## config.mk

```make
export PLATFORM = sky130hd
export DESIGN_NAME = word_substring_locator
export DESIGN_NICKNAME = d
export VERILOG_FILES = /design/src/hdl/wsl_pkg.sv /design/src/hdl/wsl_cell.sv /design/src/hdl/wsl_out_buf.sv /design/src/hdl/word_substring_locator.sv
export SDC_FILE = /design/constraint.sdc
export NUM_CORES = 1
export LEC_CHECK = 0
export ABC_AREA = 1
export BUFFER_PORTS_ARGS = -buffer_cell sky130_fd_sc_hd__buf_2
export CAP_MARGIN = 20
export CORE_UTILIZATION = 40
export CTS_BUF_LIST = sky130_fd_sc_hd__clkbuf_16
export DETAILED_ROUTE_END_ITERATION = 8
export SYNTH_ARGS = -nofsm -noshare
export SYNTH_HDL_FRONTEND = slang
export SYNTH_SLANG_ARGS = --single-unit
```

## constraint.sdc

```tcl
create_clock -name clk -period 9 [get_ports clk]
set_clock_uncertainty 0.2 [all_clocks]
set_input_delay 1.8 -clock clk [delete_from_list [all_inputs] [get_ports clk]]
set_output_delay 1.8 -clock clk [all_outputs]
set_load 0.02 [all_outputs]
```

## src/hdl/wsl_pkg.sv

```systemverilog
package wsl_pkg;

  // Pattern register geometry: two 64-bit words of eight bytes each
  localparam int PAT_REG_BYTES = 16;
  localparam int MAX_PATTERN_BYTES_DEF = 16;

  localparam logic [7:0] BYTE_NL = 8'h0A;
  localparam logic [7:0] PRINT_LO = 8'h21;
  localparam logic [7:0] PRINT_HI = 8'h7E;

  localparam logic [23:0] LINE_MAX = 24'hFF_FFFF;
  localparam logic [15:0] COL_MAX = 16'hFFFF;

  typedef logic [PAT_REG_BYTES-1:0][7:0] pat_bytes_t;

  typedef enum logic [1:0] {
    REG_PAT_LEN = 2'd0,
    REG_PAT_LO  = 2'd1,
    REG_PAT_HI  = 2'd2
  } reg_idx_t;

  typedef enum logic [1:0] {
    ST_FOUND     = 2'd0,
    ST_NOT_FOUND = 2'd1,
    ST_EMPTY     = 2'd2
  } status_t;

  typedef struct packed {
    logic [7:0] text_byte;
    logic       last_byte;
  } in_item_t;

  typedef struct packed {
    status_t     status;
    logic [23:0] match_line;
    logic [15:0] match_column;
  } out_item_t;

  // per-cycle control broadcast to every cell
  typedef struct packed {
    logic shift;
    logic clear;
  } cell_ctl_t;

endpackage

```

## src/hdl/wsl_cell.sv

```systemverilog
module wsl_cell import wsl_pkg::*; #(
  parameter int K = 0,
  parameter int LEN_W = 5
) (
  input  logic             clk,
  input  logic             rst_n,
  input  cell_ctl_t        ctl,
  input  logic [7:0]       in_byte,
  input  logic             in_valid,
  input  logic [LEN_W-1:0] eff_len,
  input  pat_bytes_t       pat,
  output logic [7:0]       byte_r,
  output logic             valid_r,
  output logic             ok
);

  logic [7:0]       byte_nxt;
  logic             valid_nxt;
  logic [LEN_W-1:0] pat_idx;
  logic [7:0]       pat_byte;

  // cell K holds the word byte of age K; it lines up with pattern byte len-1-K
  assign pat_idx  = eff_len - LEN_W'(K + 1);
  assign pat_byte = (pat_idx < LEN_W'(PAT_REG_BYTES)) ? pat[pat_idx[3:0]] : 8'h00;

  // judged on the window after this shift
  assign ok = (LEN_W'(K) >= eff_len) || (in_valid && (in_byte == pat_byte));

  always_comb begin
    byte_nxt  = ctl.shift ? in_byte : byte_r;
    valid_nxt = valid_r;
    if (ctl.clear) begin
      valid_nxt = 1'b0;
    end else if (ctl.shift) begin
      valid_nxt = in_valid;
    end
  end

  always_ff @(posedge clk) begin
    byte_r <= byte_nxt;
    if (!rst_n) begin
      valid_r <= 1'b0;
    end else begin
      valid_r <= valid_nxt;
    end
  end

endmodule

```

## src/hdl/wsl_out_buf.sv

```systemverilog
module wsl_out_buf import wsl_pkg::*; (
  input  logic      clk,
  input  logic      rst_n,
  input  logic      push,
  input  out_item_t push_data,
  output logic      full,
  output logic      out_valid,
  input  logic      out_stall,
  output out_item_t out_data
);

  logic      main_valid_r, main_valid_nxt;
  logic      skid_valid_r, skid_valid_nxt;
  out_item_t main_r, main_nxt;
  out_item_t skid_r, skid_nxt;
  logic      pop;

  assign pop       = main_valid_r && !out_stall;
  assign full      = skid_valid_r;
  assign out_valid = main_valid_r;
  assign out_data  = main_r;

  // push never arrives while the skid slot is taken (full stalls the input)
  always_comb begin
    main_valid_nxt = main_valid_r;
    skid_valid_nxt = skid_valid_r;
    main_nxt       = main_r;
    skid_nxt       = skid_r;
    if (pop || !main_valid_r) begin
      if (skid_valid_r) begin
        main_nxt       = skid_r;
        main_valid_nxt = 1'b1;
        skid_valid_nxt = 1'b0;
      end else if (push) begin
        main_nxt       = push_data;
        main_valid_nxt = 1'b1;
      end else begin
        main_valid_nxt = 1'b0;
      end
    end else if (push) begin
      skid_nxt       = push_data;
      skid_valid_nxt = 1'b1;
    end
  end

  always_ff @(posedge clk) begin
    main_r <= main_nxt;
    skid_r <= skid_nxt;
    if (!rst_n) begin
      main_valid_r <= 1'b0;
      skid_valid_r <= 1'b0;
    end else begin
      main_valid_r <= main_valid_nxt;
      skid_valid_r <= skid_valid_nxt;
    end
  end

  a_skid_behind_main: assert property (@(posedge clk) disable iff (!rst_n)
    skid_valid_r |-> main_valid_r)
    else $error("skid slot holds a result while the output slot is empty");

  a_skid_only_on_stall: assert property (@(posedge clk) disable iff (!rst_n)
    $rose(skid_valid_r) |-> $past(main_valid_r && out_stall))
    else $error("skid slot filled although the output slot could drain");

endmodule

```

## src/hdl/word_substring_locator.sv

```systemverilog
// Channel | Handshake                       | Payload
// in      | in_valid / in_stall             | in_data   (in_item_t: text_byte, last_byte)
// out     | out_valid / out_stall           | out_data  (out_item_t: status, line, column)
// cfg     | cfg_valid / cfg_ready (always 1)| cfg_index, cfg_data (64 bit)
//
// One text byte per clock while in_stall is low; each transfer is judged in the cycle it is taken,
// against the whole pattern at once across the cell row.
// A result is registered in the output slot, or in the skid slot while out_stall holds it, before out_valid.
// Synchronous active-low reset clears the cell flags and pattern and sets the position to line 1, column 1.
// in_stall rises only when both output slots hold results (out side stalled).
module word_substring_locator import wsl_pkg::*; #(
  parameter int MAX_PATTERN_BYTES = MAX_PATTERN_BYTES_DEF
) (
  input  logic      clk,
  input  logic      rst_n,
  input  logic      in_valid,
  output logic      in_stall,
  input  in_item_t  in_data,
  output logic      out_valid,
  input  logic      out_stall,
  output out_item_t out_data,
  input  logic      cfg_valid,
  output logic      cfg_ready,
  input  reg_idx_t  cfg_index,
  input  logic [63:0] cfg_data
);

  // length bus wide enough for both the 5-bit register and the cell count
  localparam int LEN_W = ($clog2(MAX_PATTERN_BYTES + 1) > 5) ?
                         $clog2(MAX_PATTERN_BYTES + 1) : 5;

  // --- configuration -------------------------------------------------------
  logic [4:0]  pat_len_r, pat_len_nxt;
  logic [63:0] pat_lo_r, pat_lo_nxt;
  logic [63:0] pat_hi_r, pat_hi_nxt;
  pat_bytes_t  pat;
  logic [LEN_W-1:0] len_ext;
  logic [LEN_W-1:0] eff_len;

  assign cfg_ready = 1'b1;

  always_comb begin
    pat_len_nxt = pat_len_r;
    pat_lo_nxt  = pat_lo_r;
    pat_hi_nxt  = pat_hi_r;
    if (cfg_valid && cfg_ready) begin
      unique case (cfg_index)
        REG_PAT_LEN: pat_len_nxt = cfg_data[4:0];
        REG_PAT_LO:  pat_lo_nxt  = cfg_data;
        REG_PAT_HI:  pat_hi_nxt  = cfg_data;
        default:     ;  // unmapped index: write ignored
      endcase
    end
  end

  assign pat     = {pat_hi_r, pat_lo_r};  // byte 0 sits in bits 7:0
  assign len_ext = LEN_W'(pat_len_r);
  assign eff_len = (len_ext > LEN_W'(MAX_PATTERN_BYTES)) ?
                   LEN_W'(MAX_PATTERN_BYTES) : len_ext;

  // --- input decode --------------------------------------------------------
  logic      acc;
  logic      printable;
  cell_ctl_t ctl;

  assign acc       = in_valid && !in_stall;
  assign printable = (in_data.text_byte >= PRINT_LO) && (in_data.text_byte <= PRINT_HI);
  assign ctl.shift = acc && printable;
  // any non-word byte ends the word; the last byte wipes the text state
  assign ctl.clear = acc && (!printable || in_data.last_byte);

  // --- cell row: cell 0 takes the newest byte, each hands its byte on ------
  logic [MAX_PATTERN_BYTES-1:0][7:0] cell_byte;
  logic [MAX_PATTERN_BYTES-1:0]      cell_valid;
  logic [MAX_PATTERN_BYTES-1:0]      cell_ok;

  for (genvar k = 0; k < MAX_PATTERN_BYTES; k++) begin : g_cell
    if (k == 0) begin : g_head
      wsl_cell #(.K(k), .LEN_W(LEN_W)) u_cell (
        .clk      (clk),
        .rst_n    (rst_n),
        .ctl      (ctl),
        .in_byte  (in_data.text_byte),
        .in_valid (1'b1),
        .eff_len  (eff_len),
        .pat      (pat),
        .byte_r   (cell_byte[k]),
        .valid_r  (cell_valid[k]),
        .ok       (cell_ok[k])
      );
    end else begin : g_body
      wsl_cell #(.K(k), .LEN_W(LEN_W)) u_cell (
        .clk      (clk),
        .rst_n    (rst_n),
        .ctl      (ctl),
        .in_byte  (cell_byte[k-1]),
        .in_valid (cell_valid[k-1]),
        .eff_len  (eff_len),
        .pat      (pat),
        .byte_r   (cell_byte[k]),
        .valid_r  (cell_valid[k]),
        .ok       (cell_ok[k])
      );
    end
  end

  // --- position and match bookkeeping --------------------------------------
  logic [23:0] line_r, line_nxt;
  logic [15:0] col_r, col_nxt;
  logic        reported_r, reported_nxt;
  logic        found;
  logic        push;
  out_item_t   push_data;
  logic [15:0] match_col;

  // a match needs a word at least len long; cell valid flags cover that
  assign found = ctl.shift && !reported_r && (eff_len != '0) && (&cell_ok);

  // start column of the match; pinned once the column has saturated
  assign match_col = (col_r >= COL_MAX) ? COL_MAX :
                     (col_r - 16'(eff_len - LEN_W'(1)));

  always_comb begin
    push_data.status       = ST_FOUND;
    push_data.match_line   = line_r;
    push_data.match_column = match_col;
    push                   = found;
    if (acc && in_data.last_byte && !found && !reported_r) begin
      push                   = 1'b1;
      push_data.status       = (eff_len == '0) ? ST_EMPTY : ST_NOT_FOUND;
      push_data.match_line   = '0;
      push_data.match_column = '0;
    end
  end

  always_comb begin
    line_nxt     = line_r;
    col_nxt      = col_r;
    reported_nxt = reported_r;
    if (acc) begin
      if (in_data.last_byte) begin
        line_nxt     = 24'd1;
        col_nxt      = 16'd1;
        reported_nxt = 1'b0;
      end else begin
        if (found) begin
          reported_nxt = 1'b1;
        end
        if (in_data.text_byte == BYTE_NL) begin
          if (line_r < LINE_MAX) begin
            line_nxt = line_r + 24'd1;
          end
          col_nxt = 16'd1;
        end else if (col_r < COL_MAX) begin
          col_nxt = col_r + 16'd1;
        end
      end
    end
  end

  always_ff @(posedge clk) begin
    if (!rst_n) begin
      pat_len_r  <= '0;
      pat_lo_r   <= '0;
      pat_hi_r   <= '0;
      line_r     <= 24'd1;
      col_r      <= 16'd1;
      reported_r <= 1'b0;
    end else begin
      pat_len_r  <= pat_len_nxt;
      pat_lo_r   <= pat_lo_nxt;
      pat_hi_r   <= pat_hi_nxt;
      line_r     <= line_nxt;
      col_r      <= col_nxt;
      reported_r <= reported_nxt;
    end
  end

  // --- output register with skid slot ---------------------------------------
  wsl_out_buf u_out_buf (
    .clk       (clk),
    .rst_n     (rst_n),
    .push      (push),
    .push_data (push_data),
    .full      (in_stall),
    .out_valid (out_valid),
    .out_stall (out_stall),
    .out_data  (out_data)
  );

  a_single_found: assert property (@(posedge clk) disable iff (!rst_n)
    found |-> !reported_r)
    else $error("second found result within one text");

  a_last_clears: assert property (@(posedge clk) disable iff (!rst_n)
    (acc && in_data.last_byte) |=> (!reported_r && line_r == 24'd1 && col_r == 16'd1
                                    && cell_valid == '0))
    else $error("text state not cleared after the last byte");

  a_position_nonzero: assert property (@(posedge clk) disable iff (!rst_n)
    (line_r != 24'd0) && (col_r != 16'd0))
    else $error("line or column dropped to zero");

endmodule

```

==> results of run 1 <==
## cell type report
cell class	instances	area (um2)	area share, %
well taps	773	967.2	3.652
multi-input cells	2529	12190	46.02
inverters	294	1106	4.177
clock buffers	46	1151	4.347
repair buffers	164	925.9	3.496
clock inverters	36	193.9	0.7323
flip-flops and latches	395	9951	37.58
## power groups by stage
stage | clock network, W | registers [W] | logic, W
2_1_floorplan | 0 | 0.00206 | 0.000637
3_3_place_gp | 0 | 0.00209 | 0.00101
6_report | 0.00170 | 0.00206 | 0.00105
3_5_place_dp | 0 | 0.00209 | 0.00101
4_1_cts | 0.00172 | 0.00205 | 0.00101
5_1_grt | 0.00179 | 0.00206 | 0.00112
## synth_stat cells, types with 14 or more instances
library cell    n  area share (%)
nand3_1       973              20
nand2_1       685              11
inv_1         280             4.4
nor2_1        270             4.2
edfxtp_1      204              25
dfxtp_1       191              16
o21ai_0       186             3.9
a21oi_1       156             3.2
buf_2          78             1.6
clkbuf_1       78             1.2
nand4_1        75             2.0
xor2_1         39             1.4
ha_1           26             1.4
nor3_1         21            0.44
buf_1          14            0.22
## logic make-up after synthesis
kind of cell               after synthesis  share of synthesized area (%)
xor gates and xnor gates                45                          1.638
and+or+nand+nor                       2064                          38.68
AOI/OAI and AO/OA                      392                          8.643
adders and majority gates               27                          1.435
other                                    1                        0.01559
DFF                                    395                          41.35
buffers and inverters                  480                          8.232
## through the flow
stage	utilization, %	total power, W	cell area, um2	hold slack, ns	worst slack [ns]
floorplan	-	0.002695	24060	0.2363	2.315
global placement	42.42	0.003101	25130	0.2526	2.794
detailed placement	42.42	0.003096	25130	0.2582	2.880
CTS	44.69	0.004782	26470	0.2703	2.906
global route	44.70	0.004963	26480	0.2989	2.421
finish	44.70	0.004805	26480	0.2729	2.637
## cells in the final DEF (no fill, tap or decap), types with 7 or more instances in the layout
cell type	n
nand4_1	75
nand3b_1	11
or2_2	8
nor3_1	21
inv_2	10
inv_1	288
nand2_1	684
buf_4	41
edfxtp_1	204
nand2_2	11
dfxtp_1	190
nand3_1	971
xor2_1	39
clkinv_1	16
a21oi_1	155
clkbuf_16	46
a211oi_1	7
ha_1	26
o21ai_0	185
buf_2	122
o21ai_1	12
nor2_1	268
## worst paths after layout
| check | end | slack (ns) | cells past startpoint |
|---|---|---|---|
| setup / recovery | u_out_buf.skid_r[33] | 2.64 | 21 |
| hold / removal | g_cell[14].g_body.u_cell.valid_r | 0.27 | 2 |
| setup reg to reg | u_out_buf.skid_r[33] | 2.64 | 21 |
| hold reg to reg | g_cell[14].g_body.u_cell.valid_r | 0.27 | 2 |
## registers in the layout, indices dropped and copies added (netlist names)
signal / count
g_cell.g_body.u_cell.byte_r: 112
pat_hi_r: 64
pat_lo_r: 64
u_out_buf.out_data: 42
u_out_buf.skid_r: 42
line_r: 24
col_r: 16
g_cell.g_body.u_cell.valid_r: 14
g_cell.g_head.u_cell.byte_r: 8
len_ext: 5
g_cell.g_head.u_cell.valid_r: 1
reported_r: 1
u_out_buf.full: 1
u_out_buf.out_valid: 1
## layer usage
layer | share of wire [%] | up-vias
met5 | 0.011 | -
met4 | 8.1 | 2
met3 | 10 | 377
met2 | 42 | 1485
met1 | 40 | 12090
li1 | - | 11690
## critical path, cell delays in order, from the launching register on
cell,delay (ns)
dfxtp_2,0.35
buf_4,0.71
inv_2,0.23
nor2_4,0.15
buf_4,0.50
nand2_1,0.48
nand3_1,0.38
nand3_1,0.15
nand3_1,0.12
nand3_1,0.13
nand2_1,0.09
nand2_1,0.05
nor2_1,0.10
nand3_1,0.12
nor2_1,0.22
nor2_1,0.07
nor2_1,0.25
nand2_1,0.09
nor2_1,0.12
nand2_1,0.23
a21oi_4,0.80
buf_4,0.42
==> results.json, run 1 <==
{
  "ys_ff_latch": 395,
  "powerDensity_nw_per_um2": 181.5,
  "cp.arrival_ns": 6.43,
  "cts_tree": "yes",
  "endpoint_kind": "register",
  "grt_use_met1_pct": 50.55,
  "worst_pin_slew_ns": 1.071,
  "cap_violations": 0,
  "finalCritPeriodShare_pct": 70.70,
  "dp_hpwl_mm": 94.89,
  "grtUsageTotal_pct": 39.47,
  "min_period_ns": 6.363,
  "leakage_nw": 10.82,
  "grt_max_degree": 91,
  "grt_pass1_vias": 23250,
  "clkTransAtPathRegs_ns": 0.07,
  "fin_tns_setup_ns": 0,
  "rows": 89,
  "area_delta_synth_final_pct": 10.06,
  "grtUsageMet2_pct": 58.87,
  "max_freq_mhz": 157.1,
  "wl_per_cell_um": 28.56,
  "path_class": "reg2reg",
  "synth-main-ff-cell": "edfxtp_1",
  "comb_power_share_pct": 21.9,
  "placed_cells": 4154,
  "cts.hold.buffers_added": 0,
  "outcome": "finished, final reports clean",
  "cts.repair.resized": 0,
  "ant_nets": 0,
  "clockBufferDepth": 3,
  "required_ns": 9.06,
  "syn_area_um2": 24060,
  "place.gp.congestion": 1.135,
  "slew-limit-headroom_pct": 28.09,
  "ir_worst_vdd_v": 0.0001644,
  "finalSetupViolations": 0,
  "core_um2": 59240,
  "pin_count": 125,
  "io_buffers": 123,
  "grt_util_met3_pct": 9.008,
  "die_area_um2": 61140,
  "critPathMaxFanout": 76,
  "finalHoldViolCount": 0,
  "seqPwrFrac_pct": 42.8,
  "routed_via_density": 6.053,
  "grt_pass1_wl_mm": 170.2,
  "cts_root_buf": "clkbuf_16",
  "pwr-share-clk_pct": 35.3,
  "synthDistinctLibCells": 45,
  "swShare_pct": 34.01,
  "critPathLaunchType": "register",
  "cts_max_level": 2,
  "busiest_layer": "met2",
  "initial_core_util_pct": 40.61,
  "grt-ovfl-total": 0,
  "via_count": 25650,
  "nFillCells": 6175,
  "power.switching_w": 0.001634,
  "worstReg2RegStart": "len_ext[0]",
  "rsz0062_at_grt": "false",
  "fp.dieH_um": 247.3,
  "clock_latency_ns": 0.59,
  "synthCells": 3404,
  "nNetsFinal": 3535,
  "post_cts_buffers": 0,
  "seq_area_frac_synth_pct": 41.35,
  "avgSynthCellArea_um2": 7.068,
  "drive_gt1_share_pct": 7.881,
  "syn_nets": 3511,
  "async_flop_share_pct": 0,
  "diodes": 0,
  "die_x_um": 247.3,
  "drc": 0,
  "drv_slew": 0,
  "yosysWarnings": 0,
  "crit_path_start": "len_ext[0]",
  "drtIter0Drc": 3392,
  "antenna_found_initial": 2,
  "cts_buffers": 44,
  "hp-start": "g_cell[13].g_body.u_cell.valid_r",
  "synth_edf_count": 204,
  "dr.pass1.iters": 6,
  "hp-class": "reg2reg",
  "internal_power_w": 0.003171,
  "cts.sink_count": 395,
  "wl_mm": 121.0,
  "layoutNonFillerInstCount": 4237
}
Note: power is estimated with default switching activity, not from simulation.
==> run 2: changes to the inputs <==
Clock period 9 ns to 6.3 ns, I/O delays scaled along.
==> run 2 against run 1 <==
Net effect: routed wire length is 0.14% higher; global-route usage is 0.47 points higher; die area stayed put; power is 50% higher; register-to-register slack worse by 2.0 ns; maximum frequency is 12% higher; first-iteration DRC count is 8.4% higher.
==> results.json, run 2 (synthesized netlist as in run 1, its figures left out) <==
{
  "outcome": "finished, final reports clean",
  "seqCellArea_um2": 9951,
  "cp.arrival_ns": 5.79,
  "dp_hpwl_mm": 96.03,
  "clockBufferDepth": 3,
  "finalHoldViolCount": 0,
  "fp.dieH_um": 247.3,
  "fin_tns_setup_ns": 0,
  "die_x_um": 247.3,
  "drt-met1-wl_mm": 48.68,
  "cts_buffers": 45,
  "post-route-cell-area_um2": 26870,
  "cts.repair.resized": 0,
  "nFillCells": 6204,
  "rsz0062_at_grt": "false",
  "maxUsedRoutingLayer": "met5",
  "worst_pin_slew_ns": 1.085,
  "min_period_ns": 5.701,
  "regMostFlops": "g_cell.g_body.u_cell.byte_r",
  "dpl-instance-area_um2": 25310,
  "post_cts_buffers": 0,
  "place.gp.congestion": 1.132,
  "max_freq_mhz": 175.4,
  "nNetsFinal": 3551,
  "grt_max_degree": 129,
  "whs_ns": 0.2686,
  "hp-class": "reg2reg",
  "routed_via_density": 6.001,
  "reg_top3": "g_cell.g_body.u_cell.byte_r (112), pat_hi_r (64), pat_lo_r (64)",
  "ir_worst_vdd_v": 0.0002388,
  "multi_input_area_um2": 12180,
  "core_um2": 59240,
  "endpoint_kind": "register",
  "ant_nets": 0,
  "placed_cells": 4169,
  "cts.hold.buffers_added": 0,
  "finalCritPeriodShare_pct": 90.49,
  "required_ns": 6.39,
  "cap_violations": 0,
  "clock_latency_ns": 0.60,
  "wl_met3_mm": 11.34,
  "final_cell_mix": "nand3_1, nand2_1, inv_1",
  "layoutNonFillerInstCount": 4258,
  "cts_max_level": 2,
  "cts.sink_count": 395,
  "antenna_found_initial": 8,
  "leakage_nw": 11.01,
  "grt_pass1_vias": 23470,
  "grt_pass1_wl_mm": 172.1,
  "largest_register_ffs": 112,
  "drv_slew": 0,
  "slew-limit-headroom_pct": 26.89,
  "wl_mm": 121.2,
  "wl_per_cell_um": 28.46,
  "die_area_um2": 61140,
  "grtUsageTotal_pct": 39.94,
  "final_common_cell": "nand3_1",
  "finalSetupViolations": 0,
  "cts_tree": "yes",
  "clkTransAtPathRegs_ns": 0.06,
  "initial_core_util_pct": 40.61,
  "drive_gt1_share_pct": 8.417,
  "drtIter0Drc": 3678,
  "critPathLaunchType": "register",
  "grt-ovfl-total": 0,
  "io_buffers": 123,
  "cts_root_buf": "clkbuf_16",
  "setup_ws_ns": 0.5994,
  "area_delta_synth_final_pct": 11.66,
  "via_count": 25550,
  "critPathMaxFanout": 34,
  "dr.pass1.iters": 9,
  "pin_count": 125,
  "rows": 89,
  "powerDensity_nw_per_um2": 268.3,
  "path_class": "reg2reg",
  "met2WireLength_mm": 51.26,
  "place_ws_ns": 0.7725,
  "drc": 0
}
[run 2: layout make-up]
class / instances / share of cell area [%]
Clock buffer: 46 / 4.284
Sequential cell: 395 / 37.04
Tap cell: 773 / 3.600
Clock inverter: 38 / 1.374
Antenna cell: 4 / 0.03726
Multi-Input combinational cell: 2529 / 45.33
Timing Repair Buffer: 179 / 4.219
Inverter: 294 / 4.117
[run 2: worst paths after layout]
kind	from	end	slack, ns	cells after the start
max	len_ext[4]	u_out_buf.out_data[3]	0.60	19
min	pat_hi_r[31]	pat_hi_r[31]	0.27	2
max reg2reg	len_ext[4]	u_out_buf.out_data[3]	0.60	19
min reg2reg	pat_hi_r[31]	pat_hi_r[31]	0.27	2
[run 2: routing by layer]
layer | up-vias | track usage, %
met5 | - | 0
met2 | 1332 | 59.27
met3 | 332 | 9.138
li1 | 11740 | -
met4 | 6 | 27.63
met1 | 12150 | 51.31
[run 2: where the power goes]
group | switching, W | internal (W)
combinational | 0.00119 | 0.000402
sequential | 0.000100 | 0.00281
clock | 0.00112 | 0.00158
total | 0.00241 | 0.00480
[run 2: worst max-delay path, cell delays in order (launching register included)]
cell	delay, ns
dfxtp_1	0.33
buf_4	0.31
nor2_1	0.84
inv_1	0.41
nor2_1	0.37
o21ai_0	0.20
buf_4	0.25
nand3_1	0.31
xor2_1	0.21
nand3_1	0.12
nor2_1	0.24
nor2_1	0.06
nor2_1	0.20
nand2_1	0.10
nor2_1	0.11
nand2_1	0.16
nand3_1	0.18
nand2_1	0.09
clkinv_1	0.41
buf_12	0.25
[run 2: metrics by stage]
stage	utilization, %	total power [W]
6_report	45.35	0.007209
5_1_grt	45.33	0.007453
4_1_cts	45.29	0.007189
3_5_place_dp	42.72	0.004481
3_3_place_gp	42.72	0.004493
2_1_floorplan	-	0.003850
